**src/cdda_pkg.sv**
```systemverilog
// ----------------------------------------------------------------------------
// cdda_pkg
// Shared types, constants, month table and microcode ROM for the
// calendar date day adder.
// ----------------------------------------------------------------------------
package cdda_pkg;

  // Field widths
  localparam int unsigned DAY_COUNT_BITS = 16;
  localparam int unsigned YEAR_W         = 14;
  localparam int unsigned MONTH_W        = 4;
  localparam int unsigned DAY_W          = 5;
  localparam int unsigned REQ_W          = 2;
  localparam int unsigned UPC_W          = 4;
  localparam int unsigned APB_ADDR_W     = 4;
  localparam int unsigned APB_DATA_W     = 32;

  // Calendar constants
  localparam logic [YEAR_W-1:0]  YEAR_MIN  = YEAR_W'(1);
  localparam logic [YEAR_W-1:0]  YEAR_MAX  = YEAR_W'(9999);
  localparam logic [MONTH_W-1:0] MONTH_JAN = MONTH_W'(1);
  localparam logic [MONTH_W-1:0] MONTH_FEB = MONTH_W'(2);
  localparam logic [MONTH_W-1:0] MONTH_DEC = MONTH_W'(12);
  localparam logic [DAY_W-1:0]   DAY_MIN   = DAY_W'(1);
  localparam logic [DAY_W-1:0]   FEB_LEAP  = DAY_W'(29);
  localparam logic [DAY_W-1:0]   LONG_MONTH = DAY_W'(31);
  localparam logic [DAY_W-1:0]   CHUNK_DAYS = DAY_W'(28);
  localparam logic [DAY_COUNT_BITS-1:0] CHUNK_N = DAY_COUNT_BITS'(28);
  localparam logic [DAY_W-1:0]   MONTH_LEN [12] = '{
    5'd31, 5'd28, 5'd31, 5'd30, 5'd31, 5'd30, 5'd31, 5'd31, 5'd30, 5'd31, 5'd30, 5'd31
  };

  // Leap test: floor(y/25) = (y * 5243) >> 17 for y below 16384
  localparam int unsigned  RECIP_W    = 13;
  localparam logic [RECIP_W-1:0] RECIP_25 = RECIP_W'(5243);
  localparam int unsigned  RECIP_SHIFT = 17;
  localparam int unsigned  PROD_W     = YEAR_W + RECIP_W;
  localparam int unsigned  QUOT_W     = PROD_W - RECIP_SHIFT;

  // Register indexes on the APB port
  localparam logic [1:0] REG_START_YEAR  = 2'd0;
  localparam logic [1:0] REG_START_MONTH = 2'd1;
  localparam logic [1:0] REG_START_DAY   = 2'd2;

  typedef enum logic [REQ_W-1:0] {
    REQ_ADD  = 2'd0,
    REQ_SUB  = 2'd1,
    REQ_LOAD = 2'd2,
    REQ_NONE = 2'd3
  } req_e;

  // Datapath operations driven by one control word
  typedef enum logic [2:0] {
    OP_NOP,
    OP_LATCH,
    OP_LEAP_MUL,
    OP_LEAP_CHK,
    OP_CHUNK,
    OP_COMMIT,
    OP_LOAD_MD,
    OP_EMIT
  } op_e;

  // Branch conditions
  typedef enum logic [2:0] {
    C_ALWAYS,
    C_NOT_VALID,
    C_REQ_NONE,
    C_REQ_LOAD,
    C_CONT,
    C_MORE,
    C_OUT_BUSY
  } cond_e;

  typedef struct packed {
    logic             take;
    op_e              op;
    cond_e            cond;
    logic [UPC_W-1:0] target;
  } ucode_t;

  typedef struct packed {
    logic in_valid;
    logic req_none;
    logic req_load;
    logic cont;
    logic more;
    logic out_busy;
  } status_t;

  // Program addresses
  localparam logic [UPC_W-1:0] PC_FETCH    = UPC_W'(0);
  localparam logic [UPC_W-1:0] PC_DISPATCH = UPC_W'(1);
  localparam logic [UPC_W-1:0] PC_LEAP_MUL = UPC_W'(2);
  localparam logic [UPC_W-1:0] PC_LEAP_CHK = UPC_W'(3);
  localparam logic [UPC_W-1:0] PC_CHUNK    = UPC_W'(4);
  localparam logic [UPC_W-1:0] PC_RELOOP   = UPC_W'(5);
  localparam logic [UPC_W-1:0] PC_COMMIT   = UPC_W'(6);
  localparam logic [UPC_W-1:0] PC_LOAD_MD  = UPC_W'(7);
  localparam logic [UPC_W-1:0] PC_EMIT     = UPC_W'(15);

  // Days in month m (1..12) of a year with the given leap flag
  function automatic logic [DAY_W-1:0] days_in(input logic leap,
                                              input logic [MONTH_W-1:0] m);
    logic [MONTH_W-1:0] idx;
    idx = m - MONTH_JAN;
    if (m == MONTH_FEB && leap) begin
      days_in = FEB_LEAP;
    end else if (idx < MONTH_W'(12)) begin
      days_in = MONTH_LEN[idx];
    end else begin
      days_in = LONG_MONTH;
    end
  endfunction

  // Microcode ROM: a taken branch goes to target, else to the next word.
  // The last word falls through to the fetch word by wrap-around.
  function automatic ucode_t ucode_rom(input logic [UPC_W-1:0] upc);
    ucode_t w;
    w = '{take: 1'b0, op: OP_NOP, cond: C_ALWAYS, target: PC_FETCH};
    unique case (upc)
      PC_FETCH:    w = '{take: 1'b1, op: OP_LATCH,    cond: C_NOT_VALID, target: PC_FETCH};
      PC_DISPATCH: w = '{take: 1'b0, op: OP_NOP,      cond: C_REQ_NONE,  target: PC_EMIT};
      PC_LEAP_MUL: w = '{take: 1'b0, op: OP_LEAP_MUL, cond: C_ALWAYS,    target: PC_LEAP_CHK};
      PC_LEAP_CHK: w = '{take: 1'b0, op: OP_LEAP_CHK, cond: C_REQ_LOAD,  target: PC_LOAD_MD};
      PC_CHUNK:    w = '{take: 1'b0, op: OP_CHUNK,    cond: C_CONT,      target: PC_CHUNK};
      PC_RELOOP:   w = '{take: 1'b0, op: OP_NOP,      cond: C_MORE,      target: PC_LEAP_MUL};
      PC_COMMIT:   w = '{take: 1'b0, op: OP_COMMIT,   cond: C_ALWAYS,    target: PC_EMIT};
      PC_LOAD_MD:  w = '{take: 1'b0, op: OP_LOAD_MD,  cond: C_ALWAYS,    target: PC_EMIT};
      PC_EMIT:     w = '{take: 1'b0, op: OP_EMIT,     cond: C_OUT_BUSY,  target: PC_EMIT};
      default:     w = '{take: 1'b0, op: OP_NOP,      cond: C_ALWAYS,    target: PC_FETCH};
    endcase
    return w;
  endfunction

endpackage

```
**src/calendar_date_day_adder.sv**
```systemverilog
// ----------------------------------------------------------------------------
// calendar_date_day_adder
// Gregorian date register that moves forward or backward by a day count.
// ----------------------------------------------------------------------------
// One request is handled at a time. An add or subtract of n days walks
// K = max(1, ceil(n/28)) chunks of at most 28 days in the chunk step of
// the microcode program (one chunk per cycle); each year boundary crossed
// before the walk ends costs a leap-year recompute (multiply step, then
// check step) plus one branch step. A new request may be taken while the
// previous result still waits.
// ----------------------------------------------------------------------------
module calendar_date_day_adder (
  input  logic                                  clk_i,
  input  logic                                  rst_ni,
  // Request channel
  input  logic                                  in_valid_i,
  output logic                                  in_stall_o,
  input  logic [cdda_pkg::REQ_W-1:0]            req_type_i,
  input  logic [15:0]                           day_count_i,
  // Result channel
  output logic                                  out_valid_o,
  input  logic                                  out_stall_i,
  output logic [cdda_pkg::YEAR_W-1:0]           year_o,
  output logic [cdda_pkg::MONTH_W-1:0]          month_o,
  output logic [cdda_pkg::DAY_W-1:0]            day_o,
  output logic                                  range_error_o,
  // Configuration port
  input  logic                                  psel,
  input  logic                                  penable,
  input  logic                                  pwrite,
  input  logic [cdda_pkg::APB_ADDR_W-1:0]       paddr,
  input  logic [cdda_pkg::APB_DATA_W-1:0]       pwdata,
  output logic [cdda_pkg::APB_DATA_W-1:0]       prdata,
  output logic                                  pready
);

  logic [cdda_pkg::YEAR_W-1:0]  start_year_q;
  logic [cdda_pkg::MONTH_W-1:0] start_month_q;
  logic [cdda_pkg::DAY_W-1:0]   start_day_q;
  logic [1:0]                   reg_idx;
  logic                         wr_en;

  cdda_pkg::ucode_t  ctrl;
  cdda_pkg::status_t status;

  // Register file: write on the access phase of a transfer
  assign pready  = 1'b1;
  assign reg_idx = paddr[3:2];
  assign wr_en   = psel & penable & pwrite & pready;

  always_ff @(posedge clk_i or negedge rst_ni) begin
    if (!rst_ni) begin
      start_year_q  <= cdda_pkg::YEAR_W'(2000);
      start_month_q <= cdda_pkg::MONTH_JAN;
      start_day_q   <= cdda_pkg::DAY_MIN;
    end else if (wr_en) begin
      case (reg_idx)
        cdda_pkg::REG_START_YEAR:  start_year_q  <= pwdata[cdda_pkg::YEAR_W-1:0];
        cdda_pkg::REG_START_MONTH: start_month_q <= pwdata[cdda_pkg::MONTH_W-1:0];
        cdda_pkg::REG_START_DAY:   start_day_q   <= pwdata[cdda_pkg::DAY_W-1:0];
        default: ;
      endcase
    end
  end

  // Read back
  always_comb begin
    unique case (reg_idx)
      cdda_pkg::REG_START_YEAR:  prdata = cdda_pkg::APB_DATA_W'(start_year_q);
      cdda_pkg::REG_START_MONTH: prdata = cdda_pkg::APB_DATA_W'(start_month_q);
      cdda_pkg::REG_START_DAY:   prdata = cdda_pkg::APB_DATA_W'(start_day_q);
      default:                   prdata = '0;
    endcase
  end

  // Take requests only at the fetch step
  assign in_stall_o = ~ctrl.take;

  cdda_seq u_seq (
    .clk_i    (clk_i),
    .rst_ni   (rst_ni),
    .status_i (status),
    .ctrl_o   (ctrl)
  );

  cdda_dp u_dp (
    .clk_i         (clk_i),
    .rst_ni        (rst_ni),
    .ctrl_i        (ctrl),
    .in_valid_i    (in_valid_i),
    .req_type_i    (req_type_i),
    .day_count_i   (day_count_i[cdda_pkg::DAY_COUNT_BITS-1:0]),
    .start_year_i  (start_year_q),
    .start_month_i (start_month_q),
    .start_day_i   (start_day_q),
    .out_stall_i   (out_stall_i),
    .status_o      (status),
    .out_valid_o   (out_valid_o),
    .year_o        (year_o),
    .month_o       (month_o),
    .day_o         (day_o),
    .range_error_o (range_error_o)
  );

endmodule

```
**src/cdda_seq.sv**
```systemverilog
// ----------------------------------------------------------------------------
// cdda_seq
// Microcode sequencer: step counter, control word ROM and branch logic.
// ----------------------------------------------------------------------------
module cdda_seq (
  input  logic              clk_i,
  input  logic              rst_ni,
  input  cdda_pkg::status_t status_i,
  output cdda_pkg::ucode_t  ctrl_o
);

  logic [cdda_pkg::UPC_W-1:0] upc_q, upc_d;
  cdda_pkg::ucode_t           word;
  logic                       taken;

  // Look up the control word of this step
  assign word   = cdda_pkg::ucode_rom(upc_q);
  assign ctrl_o = word;

  // Evaluate the branch condition
  always_comb begin
    unique case (word.cond)
      cdda_pkg::C_ALWAYS:    taken = 1'b1;
      cdda_pkg::C_NOT_VALID: taken = ~status_i.in_valid;
      cdda_pkg::C_REQ_NONE:  taken = status_i.req_none;
      cdda_pkg::C_REQ_LOAD:  taken = status_i.req_load;
      cdda_pkg::C_CONT:      taken = status_i.cont;
      cdda_pkg::C_MORE:      taken = status_i.more;
      cdda_pkg::C_OUT_BUSY:  taken = status_i.out_busy;
      default:               taken = 1'b1;
    endcase
  end

  // Jump or advance; the last word wraps to fetch
  assign upc_d = taken ? word.target : upc_q + 1'b1;

  always_ff @(posedge clk_i or negedge rst_ni) begin
    if (!rst_ni) begin
      upc_q <= cdda_pkg::PC_FETCH;
    end else begin
      upc_q <= upc_d;
    end
  end

endmodule

```
**src/cdda_dp.sv**
```systemverilog
// ----------------------------------------------------------------------------
// cdda_dp
// Date datapath: stored date, working date, leap unit, chunk step and the
// result register.
// ----------------------------------------------------------------------------
module cdda_dp (
  input  logic                                clk_i,
  input  logic                                rst_ni,
  input  cdda_pkg::ucode_t                    ctrl_i,
  input  logic                                in_valid_i,
  input  logic [cdda_pkg::REQ_W-1:0]          req_type_i,
  input  logic [cdda_pkg::DAY_COUNT_BITS-1:0] day_count_i,
  input  logic [cdda_pkg::YEAR_W-1:0]         start_year_i,
  input  logic [cdda_pkg::MONTH_W-1:0]        start_month_i,
  input  logic [cdda_pkg::DAY_W-1:0]          start_day_i,
  input  logic                                out_stall_i,
  output cdda_pkg::status_t                   status_o,
  output logic                                out_valid_o,
  output logic [cdda_pkg::YEAR_W-1:0]         year_o,
  output logic [cdda_pkg::MONTH_W-1:0]        month_o,
  output logic [cdda_pkg::DAY_W-1:0]          day_o,
  output logic                                range_error_o
);

  localparam int unsigned YW = cdda_pkg::YEAR_W;
  localparam int unsigned MW = cdda_pkg::MONTH_W;
  localparam int unsigned DW = cdda_pkg::DAY_W;
  localparam int unsigned NW = cdda_pkg::DAY_COUNT_BITS;

  // Stored date and flags
  logic [YW-1:0] cur_year_q, cur_year_d;
  logic [MW-1:0] cur_month_q, cur_month_d;
  logic [DW-1:0] cur_day_q, cur_day_d;
  logic          err_q, err_d;
  logic          more_q, more_d;
  logic          out_valid_q, out_valid_d;

  // Working registers
  cdda_pkg::req_e               req_q;
  logic [NW-1:0]                n_q;
  logic [YW-1:0]                y_q;
  logic [MW-1:0]                m_q;
  logic [DW-1:0]                d_q;
  logic                         leap_q;
  logic [cdda_pkg::PROD_W-1:0]  prod_q;
  logic [YW-1:0]                year_q;
  logic [MW-1:0]                month_q;
  logic [DW-1:0]                day_q;
  logic                         rerr_q;

  cdda_pkg::op_e op;
  logic          latch_go;
  logic          emit_go;
  logic          out_busy;

  // Chunk step signals
  logic          n_big;
  logic [DW-1:0] c;
  logic [DW-1:0] dim;
  logic [DW-1:0] dim_prev;
  logic [MW-1:0] m_prev;
  logic [DW:0]   sum6;
  logic [YW-1:0] ny;
  logic [MW-1:0] nm;
  logic [DW-1:0] nd;
  logic          nerr;
  logic          ychg;

  // Leap and load signals
  logic [YW-1:0]                sy_clamp;
  logic [cdda_pkg::QUOT_W-1:0]  quot;
  logic [YW-1:0]                q25;
  logic [YW-1:0]                rem25;
  logic                         leap_new;
  logic [MW-1:0]                lm;
  logic [DW-1:0]                lim;
  logic [DW-1:0]                ld;

  assign op       = ctrl_i.op;
  assign latch_go = (op == cdda_pkg::OP_LATCH) && in_valid_i;
  assign out_busy = out_valid_q & out_stall_i;
  assign emit_go  = (op == cdda_pkg::OP_EMIT) && !out_busy;

  // Clamp the start year into 1..9999
  always_comb begin
    if (start_year_i < cdda_pkg::YEAR_MIN) begin
      sy_clamp = cdda_pkg::YEAR_MIN;
    end else if (start_year_i > cdda_pkg::YEAR_MAX) begin
      sy_clamp = cdda_pkg::YEAR_MAX;
    end else begin
      sy_clamp = start_year_i;
    end
  end

  // Leap check from the registered reciprocal product
  always_comb begin
    quot     = prod_q[cdda_pkg::PROD_W-1:cdda_pkg::RECIP_SHIFT];
    q25      = YW'({quot, 4'b0}) + YW'({quot, 3'b0}) + YW'(quot);
    rem25    = y_q - q25;
    leap_new = (y_q[1:0] == 2'b00) && ((rem25 != '0) || (y_q[3:0] == 4'b0000));
  end

  // Clamp start month and day against the month length
  always_comb begin
    if (start_month_i < cdda_pkg::MONTH_JAN) begin
      lm = cdda_pkg::MONTH_JAN;
    end else if (start_month_i > cdda_pkg::MONTH_DEC) begin
      lm = cdda_pkg::MONTH_DEC;
    end else begin
      lm = start_month_i;
    end
    lim = cdda_pkg::days_in(leap_q, lm);
    if (start_day_i < cdda_pkg::DAY_MIN) begin
      ld = cdda_pkg::DAY_MIN;
    end else if (start_day_i > lim) begin
      ld = lim;
    end else begin
      ld = start_day_i;
    end
  end

  // One chunk of at most 28 days, carrying or borrowing at most one month
  always_comb begin
    n_big    = n_q > cdda_pkg::CHUNK_N;
    c        = n_big ? cdda_pkg::CHUNK_DAYS : n_q[DW-1:0];
    dim      = cdda_pkg::days_in(leap_q, m_q);
    m_prev   = (m_q == cdda_pkg::MONTH_JAN) ? cdda_pkg::MONTH_DEC : m_q - 1'b1;
    dim_prev = cdda_pkg::days_in(leap_q, m_prev);
    sum6     = {1'b0, d_q} + {1'b0, c};
    ny       = y_q;
    nm       = m_q;
    nd       = d_q;
    nerr     = 1'b0;
    ychg     = 1'b0;
    if (req_q == cdda_pkg::REQ_ADD) begin
      if (sum6 > {1'b0, dim}) begin
        nd = DW'(sum6 - {1'b0, dim});
        if (m_q == cdda_pkg::MONTH_DEC) begin
          nm   = cdda_pkg::MONTH_JAN;
          ychg = 1'b1;
          nerr = (y_q == cdda_pkg::YEAR_MAX);
          ny   = nerr ? y_q : y_q + 1'b1;
        end else begin
          nm = m_q + 1'b1;
        end
      end else begin
        nd = sum6[DW-1:0];
      end
    end else begin
      if (d_q > c) begin
        nd = d_q - c;
      end else begin
        nm = m_prev;
        nd = DW'({1'b0, dim_prev} + {1'b0, d_q} - {1'b0, c});
        if (m_q == cdda_pkg::MONTH_JAN) begin
          ychg = 1'b1;
          nerr = (y_q <= cdda_pkg::YEAR_MIN);
          ny   = nerr ? y_q : y_q - 1'b1;
        end
      end
    end
  end

  // Status for the sequencer
  always_comb begin
    status_o.in_valid = in_valid_i;
    status_o.req_none = (req_q == cdda_pkg::REQ_NONE);
    status_o.req_load = (req_q == cdda_pkg::REQ_LOAD);
    status_o.cont     = n_big && !nerr && !ychg;
    status_o.more     = more_q;
    status_o.out_busy = out_busy;
  end

  // Next values of the stored date and flags
  always_comb begin
    cur_year_d  = cur_year_q;
    cur_month_d = cur_month_q;
    cur_day_d   = cur_day_q;
    err_d       = err_q;
    more_d      = more_q;
    if (latch_go) begin
      err_d = 1'b0;
    end
    if (op == cdda_pkg::OP_CHUNK) begin
      err_d  = nerr;
      more_d = n_big && !nerr;
    end
    if (op == cdda_pkg::OP_COMMIT && !err_q) begin
      cur_year_d  = y_q;
      cur_month_d = m_q;
      cur_day_d   = d_q;
    end
    if (op == cdda_pkg::OP_LOAD_MD) begin
      cur_year_d  = y_q;
      cur_month_d = lm;
      cur_day_d   = ld;
    end
    out_valid_d = emit_go | out_busy;
  end

  always_ff @(posedge clk_i or negedge rst_ni) begin
    if (!rst_ni) begin
      cur_year_q  <= YW'(2000);
      cur_month_q <= cdda_pkg::MONTH_JAN;
      cur_day_q   <= cdda_pkg::DAY_MIN;
      err_q       <= 1'b0;
      more_q      <= 1'b0;
      out_valid_q <= 1'b0;
    end else begin
      cur_year_q  <= cur_year_d;
      cur_month_q <= cur_month_d;
      cur_day_q   <= cur_day_d;
      err_q       <= err_d;
      more_q      <= more_d;
      out_valid_q <= out_valid_d;
    end
  end

  // Working registers and result payload
  always_ff @(posedge clk_i) begin
    if (latch_go) begin
      req_q <= cdda_pkg::req_e'(req_type_i);
      n_q   <= day_count_i;
      y_q   <= (cdda_pkg::req_e'(req_type_i) == cdda_pkg::REQ_LOAD) ? sy_clamp : cur_year_q;
      m_q   <= cur_month_q;
      d_q   <= cur_day_q;
    end
    if (op == cdda_pkg::OP_LEAP_MUL) begin
      prod_q <= y_q * cdda_pkg::RECIP_25;
    end
    if (op == cdda_pkg::OP_LEAP_CHK) begin
      leap_q <= leap_new;
    end
    if (op == cdda_pkg::OP_CHUNK) begin
      y_q <= ny;
      m_q <= nm;
      d_q <= nd;
      if (n_big) begin
        n_q <= n_q - cdda_pkg::CHUNK_N;
      end
    end
    if (emit_go) begin
      year_q  <= cur_year_q;
      month_q <= cur_month_q;
      day_q   <= cur_day_q;
      rerr_q  <= err_q;
    end
  end

  assign out_valid_o   = out_valid_q;
  assign year_o        = year_q;
  assign month_o       = month_q;
  assign day_o         = day_q;
  assign range_error_o = rerr_q;

`ifndef SYNTHESIS
  a_cur_date_valid: assert property (@(posedge clk_i) disable iff (!rst_ni)
    (cur_month_q >= cdda_pkg::MONTH_JAN) && (cur_month_q <= cdda_pkg::MONTH_DEC) &&
    (cur_day_q != '0))
    else $error("stored date holds an invalid month or day");

  a_chunk_date_valid: assert property (@(posedge clk_i) disable iff (!rst_ni)
    (op == cdda_pkg::OP_CHUNK) |->
      (m_q >= cdda_pkg::MONTH_JAN) && (m_q <= cdda_pkg::MONTH_DEC) &&
      (d_q != '0) && (d_q <= cdda_pkg::days_in(leap_q, m_q)))
    else $error("working date invalid at a chunk step");

  a_emit_source: assert property (@(posedge clk_i) disable iff (!rst_ni)
    $rose(out_valid_o) |-> $past(op == cdda_pkg::OP_EMIT))
    else $error("result raised outside the emit step");
`endif

endmodule
```
**config.mk**
```make
export PLATFORM = sky130hd
export DESIGN_NAME = calendar_date_day_adder
export DESIGN_NICKNAME = d
export VERILOG_FILES = /design/src/cdda_pkg.sv /design/src/calendar_date_day_adder.sv /design/src/cdda_seq.sv /design/src/cdda_dp.sv
export SDC_FILE = /design/constraint.sdc
export NUM_CORES = 1
export LEC_CHECK = 0
export ABC_AREA = 1
export ABC_CLOCK_PERIOD_IN_PS = 10100
export BUFFER_PORTS_ARGS = -buffer_cell sky130_fd_sc_hd__clkbuf_2
export CORE_MARGIN = 4
export CORE_UTILIZATION = 52
export DETAILED_ROUTE_END_ITERATION = 7
export PLACE_DENSITY_LB_ADDON = 0.08
export SLEW_MARGIN = 20
export SYNTH_ARGS = -nofsm -noshare
export SYNTH_HDL_FRONTEND = slang
export SYNTH_SLANG_ARGS = --single-unit
```
**constraint.sdc**
```tcl
create_clock -name clk_i -period 10.1 [get_ports clk_i]
set_input_delay 1.515 -clock clk_i [delete_from_list [all_inputs] [get_ports clk_i]]
set_output_delay 1.515 -clock clk_i [all_outputs]
set_load 0.02 [all_outputs]
```
# After elaboration in Yosys (flattened, before gate mapping)
# Memory sizes are Yosys's and may differ from the RTL's.
# Cells that the tools add are included.
[classes]
add_sub_neg = 16
n_mul = 1
div = 0
n_lt_le_gt_ge = 16
n_eq_ne = 30
n_shift = 0
muxes = 65
n_bitwise = 9
n_reduce_logical = 26
[ops]
columns = ["op", "n"]
rows = [
  ["14-bit 2-to-1 mux", 14],
  ["5-bit 2-to-1 mux", 22],
  ["16-bit 2-to-1 mux", 3],
  ["4-bit 2-to-1 mux", 12],
  ["14-bit case mux with 3 select lines", 1],
  ["14-bit by 13-bit multiplier with 27-bit output (second input constant)", 1],
  ["3-bit == test (second input constant)", 7],
  ["16-bit by 5-bit > comparator with 1-bit output (second input constant)", 1],
  ["16-bit by 5-bit subtractor with 16-bit output (second input constant)", 1],
  ["5-bit >= comparator (second input constant)", 3],
  ["4-bit NOT with 5-bit output", 3],
  ["5-bit subtractor", 3],
  ["14-bit by 1-bit adder with 14-bit output (second input constant)", 1],
  ["14-bit by 10-bit adder with 14-bit output", 1],
  ["14-bit by 13-bit adder with 14-bit output", 1],
  ["14-bit == test (second input constant)", 1],
  ["14-bit > comparator (second input constant)", 1],
  ["14-bit by 1-bit <= comparator with 1-bit output (second input constant)", 1],
  ["14-bit by 1-bit < comparator with 1-bit output (second input constant)", 1],
  ["14-bit nonzero test", 1],
  ["14-bit by 1-bit subtractor with 14-bit output (second input constant)", 1],
  ["14-bit subtractor", 1],
  ["3-bit by 2-bit == test with 1-bit output (second input constant)", 4],
  ["4-bit by 2-bit == test with 1-bit output (second input constant)", 3],
  ["other kinds (32)", 75],
]
[totals]
register_bits = 146
latchBits = 0
mem_bits_rw = 0
rom_bits = 416
in_bits = 61
output_inout_bits = 59
elab_cells = 188
mem_count = 4
[mem_list]
columns = ["name", "words", "width", "read_ports", "rd_clocked_by_memory_dff", "wr", "line", "text"]
rows = [
  ["(name not given)", 16, 11, 1, 0, 0, "cdda_pkg.sv:121", "unique case (upc)"],
  ["(name not given)", 16, 5, 1, 0, 0, "cdda_pkg.sv:110", "days_in = MONTH_LEN[idx];"],
  ["(name not given)", 16, 5, 1, 0, 0, "cdda_pkg.sv:110", ""],
  ["(name not given)", 16, 5, 1, 0, 0, "cdda_pkg.sv:110", ""],
]

# Longest topological paths before layout
# Gate-level depths: netlist of run 1.
[logic_depth]
ltp_word = 15
ltp_mapped = 25
mapped_depth_nobuf = 24

# Hierarchy
# A second synthesis of run 1 with hierarchy kept.
[hier_totals]
cells_unflattened = 1707
hier_area_um2 = 13460.4
[modules_own_cells]
columns = ["module", "instances", "cells_per_inst", "area_per_inst_um2", "seq_area_each_um2"]
rows = [
  ["cdda_dp", 1, 1464, 11683.7, 2802.7],
  ["calendar_date_day_adder", 1, 171, 1256.2, 585.6],
  ["cdda_seq", 1, 72, 520.5, 100.1],
]

# Worst setup path after synthesis of run 1
# Ideal clock, no wire load.
[synth_path]
kind = "register to register"
from = "register u_dp.y_q[10]"
to = "register u_dp.prod_q[22] (netlist bit), data pin"
t_arrival_ns = 4.201
path_slack_ns = 5.641
stages_incl_launch_ff = 18
path_buffers = 0
period_less_slack_ns = 4.459
cell_sequence = "edfxtp_1 ha_1 inv_1 fa_1 inv_1 fa_1 inv_1 fa_1 fa_1 inv_1 ha_1 a21o_1 a21oi_1 o21ai_0 a21oi_1 nor2_1 nor2_1 xnor2_1"
[synth_between]
elab_chain_len = 1
[synth_rtl]
columns = ["element", "line", "text"]
rows = [
  ["start: declaration", "cdda_dp.sv:41", "logic [YW-1:0] y_q;"],
  ["start signal: assignment", "cdda_dp.sv:224", "y_q <= (cdda_pkg::req_e'(req_type_i) == cdda_pkg::REQ_LOAD) ? sy_clamp : cur_year_q;"],
  ["start signal: assignment", "cdda_dp.sv:235", "y_q <= ny;"],
  ["14-bit by 13-bit multiplier with 27-bit output", "cdda_dp.sv:229", "prod_q <= y_q * cdda_pkg::RECIP_25;"],
  ["end signal: assignment", "cdda_dp.sv:229", ""],
  ["end: declaration", "cdda_dp.sv:45", "logic [cdda_pkg::PROD_W-1:0] prod_q;"],
]
# No other way between the ends.
# A chain may end at the register's enable or synchronous reset.

# Worst setup path in the final report of run 1
[layout_path]
from = "register u_dp.y_q[11]"
to = "register u_dp.prod_q[22] (netlist bit), data pin"
# The elaborated chain is that of the path after synthesis.

==> impl_metrics.ini, run 1 <==
[logic_synthesis]
ys_ff_latch = 129
ys_async_sr_fraction_pct = 41.09
synth-adder-area-share_pct = 29.53
synth-edff-count = 62
yosys_warnings = 0
synth_area_mm2 = 0.01311
synthXorXnorAreaFrac_pct = 2.672
synth_compound_gate_area_share_pct = 11.24
synth_top_family_by_area = adder cells
synthSimpleGateAreaFrac_pct = 19.12
synthMuxAreaShare_pct = 0
ys.flop_type = edfxtp_1
syn-mean-instance-area_um2 = 7.999
synth_cells = 1639
yosysSeqAreaShare_pct = 26.61
ys_types = 52

[worst_setup_path]
crit_required_ns = 10.28
critPathKind = flip-flop to flip-flop
worstSetupEndpointType = flip-flop
crit_fanout = 12
slowest_stage = edfxtp_1
worst_path_largest_cell_delay_ns = 0.86
path_cells = inv_1 -> fa_1 -> inv_1 -> fa_1 -> inv_1 -> fa_1 -> fa_1 -> inv_1 -> ha_1 -> a21o_1 -> a21oi_1 -> o21ai_0 -> a21oi_1 -> nor2_1 -> nor2_1 -> xnor2_1
critPathArrivalTime_ns = 5.12
rr_worst_depth = 16
start_kind = flip-flop

[run_status]
status = finished clean

[route]
drc = 0
wl_per_cell_um = 16.19
drtAntennaViolNets = 0
drtIter0Drc = 817
wirelength_um = 33300
via_per_inst = 5.282
routed-via-count = 10870
drt_pass1_iterations = 8

[sta]
slew_violations = 0
clock.fmax_mhz = 202.1
max_slew_margin_pct = 46.55
setup_viol = 0
fin_crit_ns = 4.948
fin_crit_sh_pct = 48.99
hold_viol = 0
max_slew.worst_pin.slew_ns = 0.7944
fin_tns_setup_ns = 0
rsz0062_at_grt = no
finClkSkew_ns = 0.01162

[global_route]
grt_max_degree = 54
grt_overflow_total = 0
use_met2_pct = 36.16
busiest_layer = met1
grt_util_met3_pct = 3.508
antenna_found_initial = 0
grt_pass1_vias = 10120
grt_pass1_wl_um = 54190
gr-usage-met1_pct = 37.61
grt_util_all_layers_pct = 24.20

[job]
maxCapViolations = 0

[cts]
cts-root-buf = clkbuf_16
max-clock-path-buffers = 2
cts_tree = yes
cts_buffers = 17
hold_buffers = 0
clkTransAtPathRegs_ns = 0.06
insertion_delay_ns = 0.43
cts_resized = 0
cts.sinks = 129
cts_setup_buffers = 0
htreeDepth = 4

[floorplan]
die_y_um = 166.8
io-pin-count = 120
initial_core_util_pct = 53.44
coreArea_mm2 = 0.02453
die_area_mm2 = 0.02782
row_count = 57
die_w_um = 166.8

[min_path]
min_path_cells = 0
hold_path_class = flip-flop to flip-flop

[placement]
gp_congestion = 0.9087
dp_hpwl_um = 26780
portBuffers = 80
place_area_mm2 = 0.01376

[cells_and_area]
fill_cells = 2343
area_growth_syn_to_layout_pct = 9.563
finalInstanceArea_mm2 = 0.01436
n_antenna_cell = 0
layout-drive-gt1-share_pct = 8.771
nets = 2040
[metrics by stage]
step | hold WS [ns] | setup slack, ns | cells | util (%)
2_1_floorplan | 0.4249 | 5.641 | 1656 | -
3_3_place_gp | 0.4311 | 5.087 | 2025 | 56.10
3_5_place_dp | 0.4371 | 5.082 | 2025 | 56.10
4_1_cts | 0.4502 | 5.079 | 2057 | 58.55
5_1_grt | 0.4640 | 4.834 | 2057 | 58.55
6_report | 0.4539 | 5.152 | 2057 | 58.55
[synth_stat cells, types with 2 or more instances]
library cell	count	area (µm²)
nor2_1	137	514.2
buf_2	6	30.03
a31oi_1	10	62.56
ha_1	175	2190
nor3_1	22	110.1
nor4_1	5	31.28
and2_1	2	12.51
dfxtp_1	14	280.3
a22oi_1	2	15.01
nor2_4	2	22.52
o31ai_1	3	22.52
conb_1	2	7.510
nand2_2	2	12.51
a211oi_1	4	30.03
dfrtp_1	37	925.9
nand3_1	77	385.4
nand3b_1	3	22.52
xor2_1	29	254.0
nand4_1	17	106.4
a21o_1	5	37.54
o221ai_1	3	26.28
o21bai_1	2	15.01
o22ai_1	5	31.28
nor2_2	2	12.51
xnor2_1	11	96.34
fa_1	84	1682
o211ai_1	17	127.6
edfxtp_1	62	1862
inv_1	302	1134
o21ai_1	5	25.02
buf_4	26	195.2
a21oi_1	86	430.4
o21ai_0	112	560.5
clkbuf_1	7	26.28
dfstp_2	16	420.4
a21boi_0	2	15.01
nand2_1	321	1205
inv_2	5	18.77
a32oi_1	3	26.28
or2_2	2	12.51
[layer usage]
| layer | up-vias | share of wire, % |
|---|---|---|
| met3 | 23 | 5.0 |
| met2 | 277 | 44 |
| met4 | 0 | 1.1 |
| met5 | - | 0 |
| met1 | 5127 | 50 |
| li1 | 5438 | - |
[layout by cell type (no fill, tap or decap), types with 22 or more instances in the layout]
| cell | instances |
|---|---|
| dfrtp_1 | 37 |
| inv_1 | 302 |
| nand2_1 | 321 |
| a21oi_1 | 85 |
| o21ai_0 | 112 |
| fa_1 | 84 |
| nor2_1 | 137 |
| clkbuf_2 | 80 |
| ha_1 | 175 |
| xor2_1 | 29 |
| nor3_1 | 22 |
| edfxtp_1 | 62 |
| nand3_1 | 77 |
[kinds of logic after synthesis]
kind of cell               count (synthesis)
AOI/OAI and AO/OA                        264
xor gates and xnor gates                  40
adders and majority gates                259
buffers and inverters                    348
DFF                                      129
other                                      2
and+or+nand+nor                          597
[cell type report]
type	count	area (µm²)	area share, %
inverters	308	1156	8.049
repair buffers	85	437.9	3.049
clock buffers	21	483.0	3.362
multi-input cells	1179	8277	57.62
flip-flops and latches	129	3488	24.29
clock inverters	11	116.4	0.8101
well taps	324	405.4	2.822
[flip-flops by register name, summed over array words and instances, names as in the netlist, 2 cells and up]
signal            flops
start_day_q           5
start_month_q         4
start_year_q         14
u_dp.cur_day_q        5
u_dp.cur_month_q      4
u_dp.cur_year_q      14
u_dp.d_q              5
u_dp.day_o            5
u_dp.m_q              4
u_dp.month_o          4
u_dp.n_q             16
u_dp.prod_q          10
u_dp.req_q            2
u_dp.y_q             14
u_dp.year_o          14
u_seq.upc_q           4
[path summary, 6_finish.rpt]
check,startpoint,endpoint,slack [ns]
min in group asynchronous,rst_ni,start_day_q[3]$_DFFE_PN0P_,1.22
setup reg to reg,u_dp.y_q[11]$_DFFE_PP_,u_dp.prod_q[22]$_DFFE_PN_,5.15
setup / recovery,u_dp.y_q[11]$_DFFE_PP_,u_dp.prod_q[22]$_DFFE_PN_,5.15
hold / removal,u_dp.err_q$_DFFE_PN0P_,u_dp.range_error_o$_DFFE_PP_,0.45
max in group asynchronous,rst_ni,u_dp.cur_year_q[13]$_DFFE_PN0P_,8.37
hold reg to reg,u_dp.err_q$_DFFE_PN0P_,u_dp.range_error_o$_DFFE_PP_,0.45
[worst max-delay path: cells and delay by family (launching register included)]
family / cells / cell delay, ns
compound gates: 4 / 0.68
xor+xnor: 1 / 0.08
fa+ha+maj: 5 / 2.42
buf+inv: 4 / 0.48
flops: 1 / 0.86
simple gates: 2 / 0.17
Power of run 1 is left out: the tool's default activity adds up to more than one toggle a clock period on the data nets, which glitch-free logic cannot reach.
==> inputs of run 2 (changes only) <==
ABC_AREA = 0   (was 1)
ABC_CLOCK_PERIOD_IN_PS = 5200   (was 10100)
clock period = 5.2 ns   (was 10.1 ns; I/O delays follow)
==> run 2 against run 1 <==
  * Maximum frequency decreased by 2.5%
  * Critical path depth decreased by 1
  * Via count decreased by 14%
  * Die area decreased by 5.0%
==> impl_metrics.ini, run 2 <==
[sta]
rsz0062_at_grt = yes
hold_viol = 0
max_slew_margin_pct = 39.79
setup_viol = 0
max_slew.worst_pin.slew_ns = 0.9012
fin_tns_setup_ns = 0
slew_violations = 0
finClkSkew_ns = 0.01251
fin_crit_sh_pct = 97.60
fin_crit_ns = 5.075
clock.fmax_mhz = 197.0

[worst_setup_path]
start_kind = flip-flop
worstSetupEndpointType = flip-flop
critPathArrivalTime_ns = 5.24
critPathKind = flip-flop to flip-flop
crit_fanout = 8
crit_required_ns = 5.37

[floorplan]
initial_core_util_pct = 52.90
die_area_mm2 = 0.02641
io-pin-count = 120
row_count = 56
die_y_um = 162.5
coreArea_mm2 = 0.02347
die_w_um = 162.5

[logic_synthesis]
yosysMostFrequentCell = inv_1
synth_cells = 1289
synth-edff-count = 62
ys_types = 76
yosys-top-cells-count = inv_1, ha_1, nand2_1
ys_top_cells_by_area = ha_1, edfxtp_1, fa_1
synth_top_cell_area_share_pct = 17.63
yosysSeqAreaShare_pct = 28.09
synth_area_mm2 = 0.01242
ys_ff_latch = 129
ys_async_sr_fraction_pct = 41.09
yosys_warnings = 0
synth_top_area_cell = ha_1
syn-mean-instance-area_um2 = 9.633
ys.flop_type = edfxtp_1

[cts]
cts_tree = yes
hold_buffers = 0
clkTransAtPathRegs_ns = 0.06
cts-root-buf = clkbuf_16
cts.sinks = 129
insertion_delay_ns = 0.42
max-clock-path-buffers = 2
cts_buffers = 17
htreeDepth = 4

[cells_and_area]
fin_util_pct = 59.64
n_antenna_cell = 0
area_growth_syn_to_layout_pct = 12.74
largest_reg_flops = 16
fill_cells = 2097
finalInstanceArea_mm2 = 0.01400
nets = 1722
layout_common_cells = inv_1, ha_1, nand2_1, fa_1, o21ai_0
layout-drive-gt1-share_pct = 16.18
layout_commonest_cell = inv_1
top_register = u_dp.n_q

[global_route]
grt_pass1_wl_um = 48710
antenna_found_initial = 0
grt_max_degree = 54
grt_overflow_total = 0
grt_util_all_layers_pct = 23.08
grt_pass1_vias = 9339

[route]
drtAntennaViolNets = 0
wl_met1_um = 13570
wirelength_um = 29810
wl_per_cell_um = 17.19
routed-via-count = 9333
highest_layer = met4
dr_wl_met2_um = 15070
via_per_inst = 5.382
drt_pass1_iterations = 5
drc = 0
drtIter0Drc = 731
met3_length_um = 774

[placement]
portBuffers = 80
gp_congestion = 0.8761
place_area_mm2 = 0.01337
dp_hpwl_um = 24020

[job]
maxCapViolations = 0

[run_status]
status = finished clean

[min_path]
hold_path_class = flip-flop to flip-flop
[run 2: cell types whose count changed after synthesis, sizes merged, moves of 14 or more]
cell	previous run	this run
nand2	324	99
xor2	29	15
mux2i	0	20
mux2	0	27
inv	307	180
nor2	141	67
o21ai	118	82
xnor2	11	35
and2	2	18
clkbuf	8	30
nand3	78	30
[run 2: final cells by class]
cell class	instances	area, µm²	area share, %
clock buffer	17	425.4	3.039
sequential	129	3488	24.92
clock inverter	15	137.6	0.9832
multi-input combinational	942	8082	57.73
tap	319	399.1	2.851
inverter	180	675.6	4.827
timing repair buffer	132	790.8	5.649
[run 2: per-layer routing]
layer | GRT usage, % | vias to the layer above
met5 | 0 | -
met4 | 4.921 | 0
met3 | 2.835 | 31
met2 | 40.11 | 137
met1 | 31.21 | 4538
li1 | - | 4627
[run 2: repair_timing]
action,in CTS,in global routing
resized for setup,0,3
endpoints found under the hold margin,0,0
endpoints found under the setup margin,0,4
setup buffers,0,5
[run 2: path summary, 6_finish.rpt]
kind | from | to | slack, ns | depth (start not counted)
min in group asynchronous | rst_ni | u_seq.upc_q[2]$_DFF_PN0_ | 0.49 | 2
max in group asynchronous | rst_ni | start_year_q[12]$_DFFE_PN0P_ | 4.23 | 2
worst min register to register | u_dp.cur_year_q[13]$_DFFE_PN0P_ | u_dp.year_o[13]$_DFFE_PP_ | 0.48 | 0
worst min-delay path | u_dp.cur_year_q[13]$_DFFE_PN0P_ | u_dp.year_o[13]$_DFFE_PP_ | 0.48 | 0
worst max-delay path | u_dp.y_q[11]$_DFFE_PP_ | u_dp.prod_q[26]$_DFFE_PN_ | 0.12 | 15
worst max register to register | u_dp.y_q[11]$_DFFE_PP_ | u_dp.prod_q[26]$_DFFE_PN_ | 0.12 | 15
[run 2: cells by family after synthesis]
family          count (synthesis)  share of synthesized area [%]
xor+xnor                       50                          3.527
flops                         129                          28.09
other cells                     2                        0.06048
buf+inv                       235                          7.779
mux                            47                          4.182
simple gates                  308                          12.12
compound gates                259                          13.06
fa+ha+maj                     259                          31.18
[run 2: metrics by stage]
step | setup slack, ns | hold slack [ns] | std cells
2_1_floorplan | 0.4675 | 0.4379 | 1306
3_3_place_gp | 0.1043 | 0.4658 | 1697
3_5_place_dp | 0.02978 | 0.4651 | 1697
4_1_cts | 0.009159 | 0.4783 | 1729
5_1_grt | -0.03503 | 0.4997 | 1734
6_report | 0.1248 | 0.4804 | 1734
[run 2: critical path: stages (launching register included)]
cell and delay, ns:
edfxtp_1 0.56, buf_4 0.22, fa_1 0.49, ha_1 0.32
fa_1 0.47, fa_1 0.55, fa_1 0.52, ha_1 0.38
a21oi_1 0.18, o21ai_0 0.10, o21ai_0 0.20, buf_4 0.16
nand4_1 0.18, a31oi_2 0.25, o21bai_1 0.10, xnor2_1 0.12
Power of run 2 is left out for the same reason.
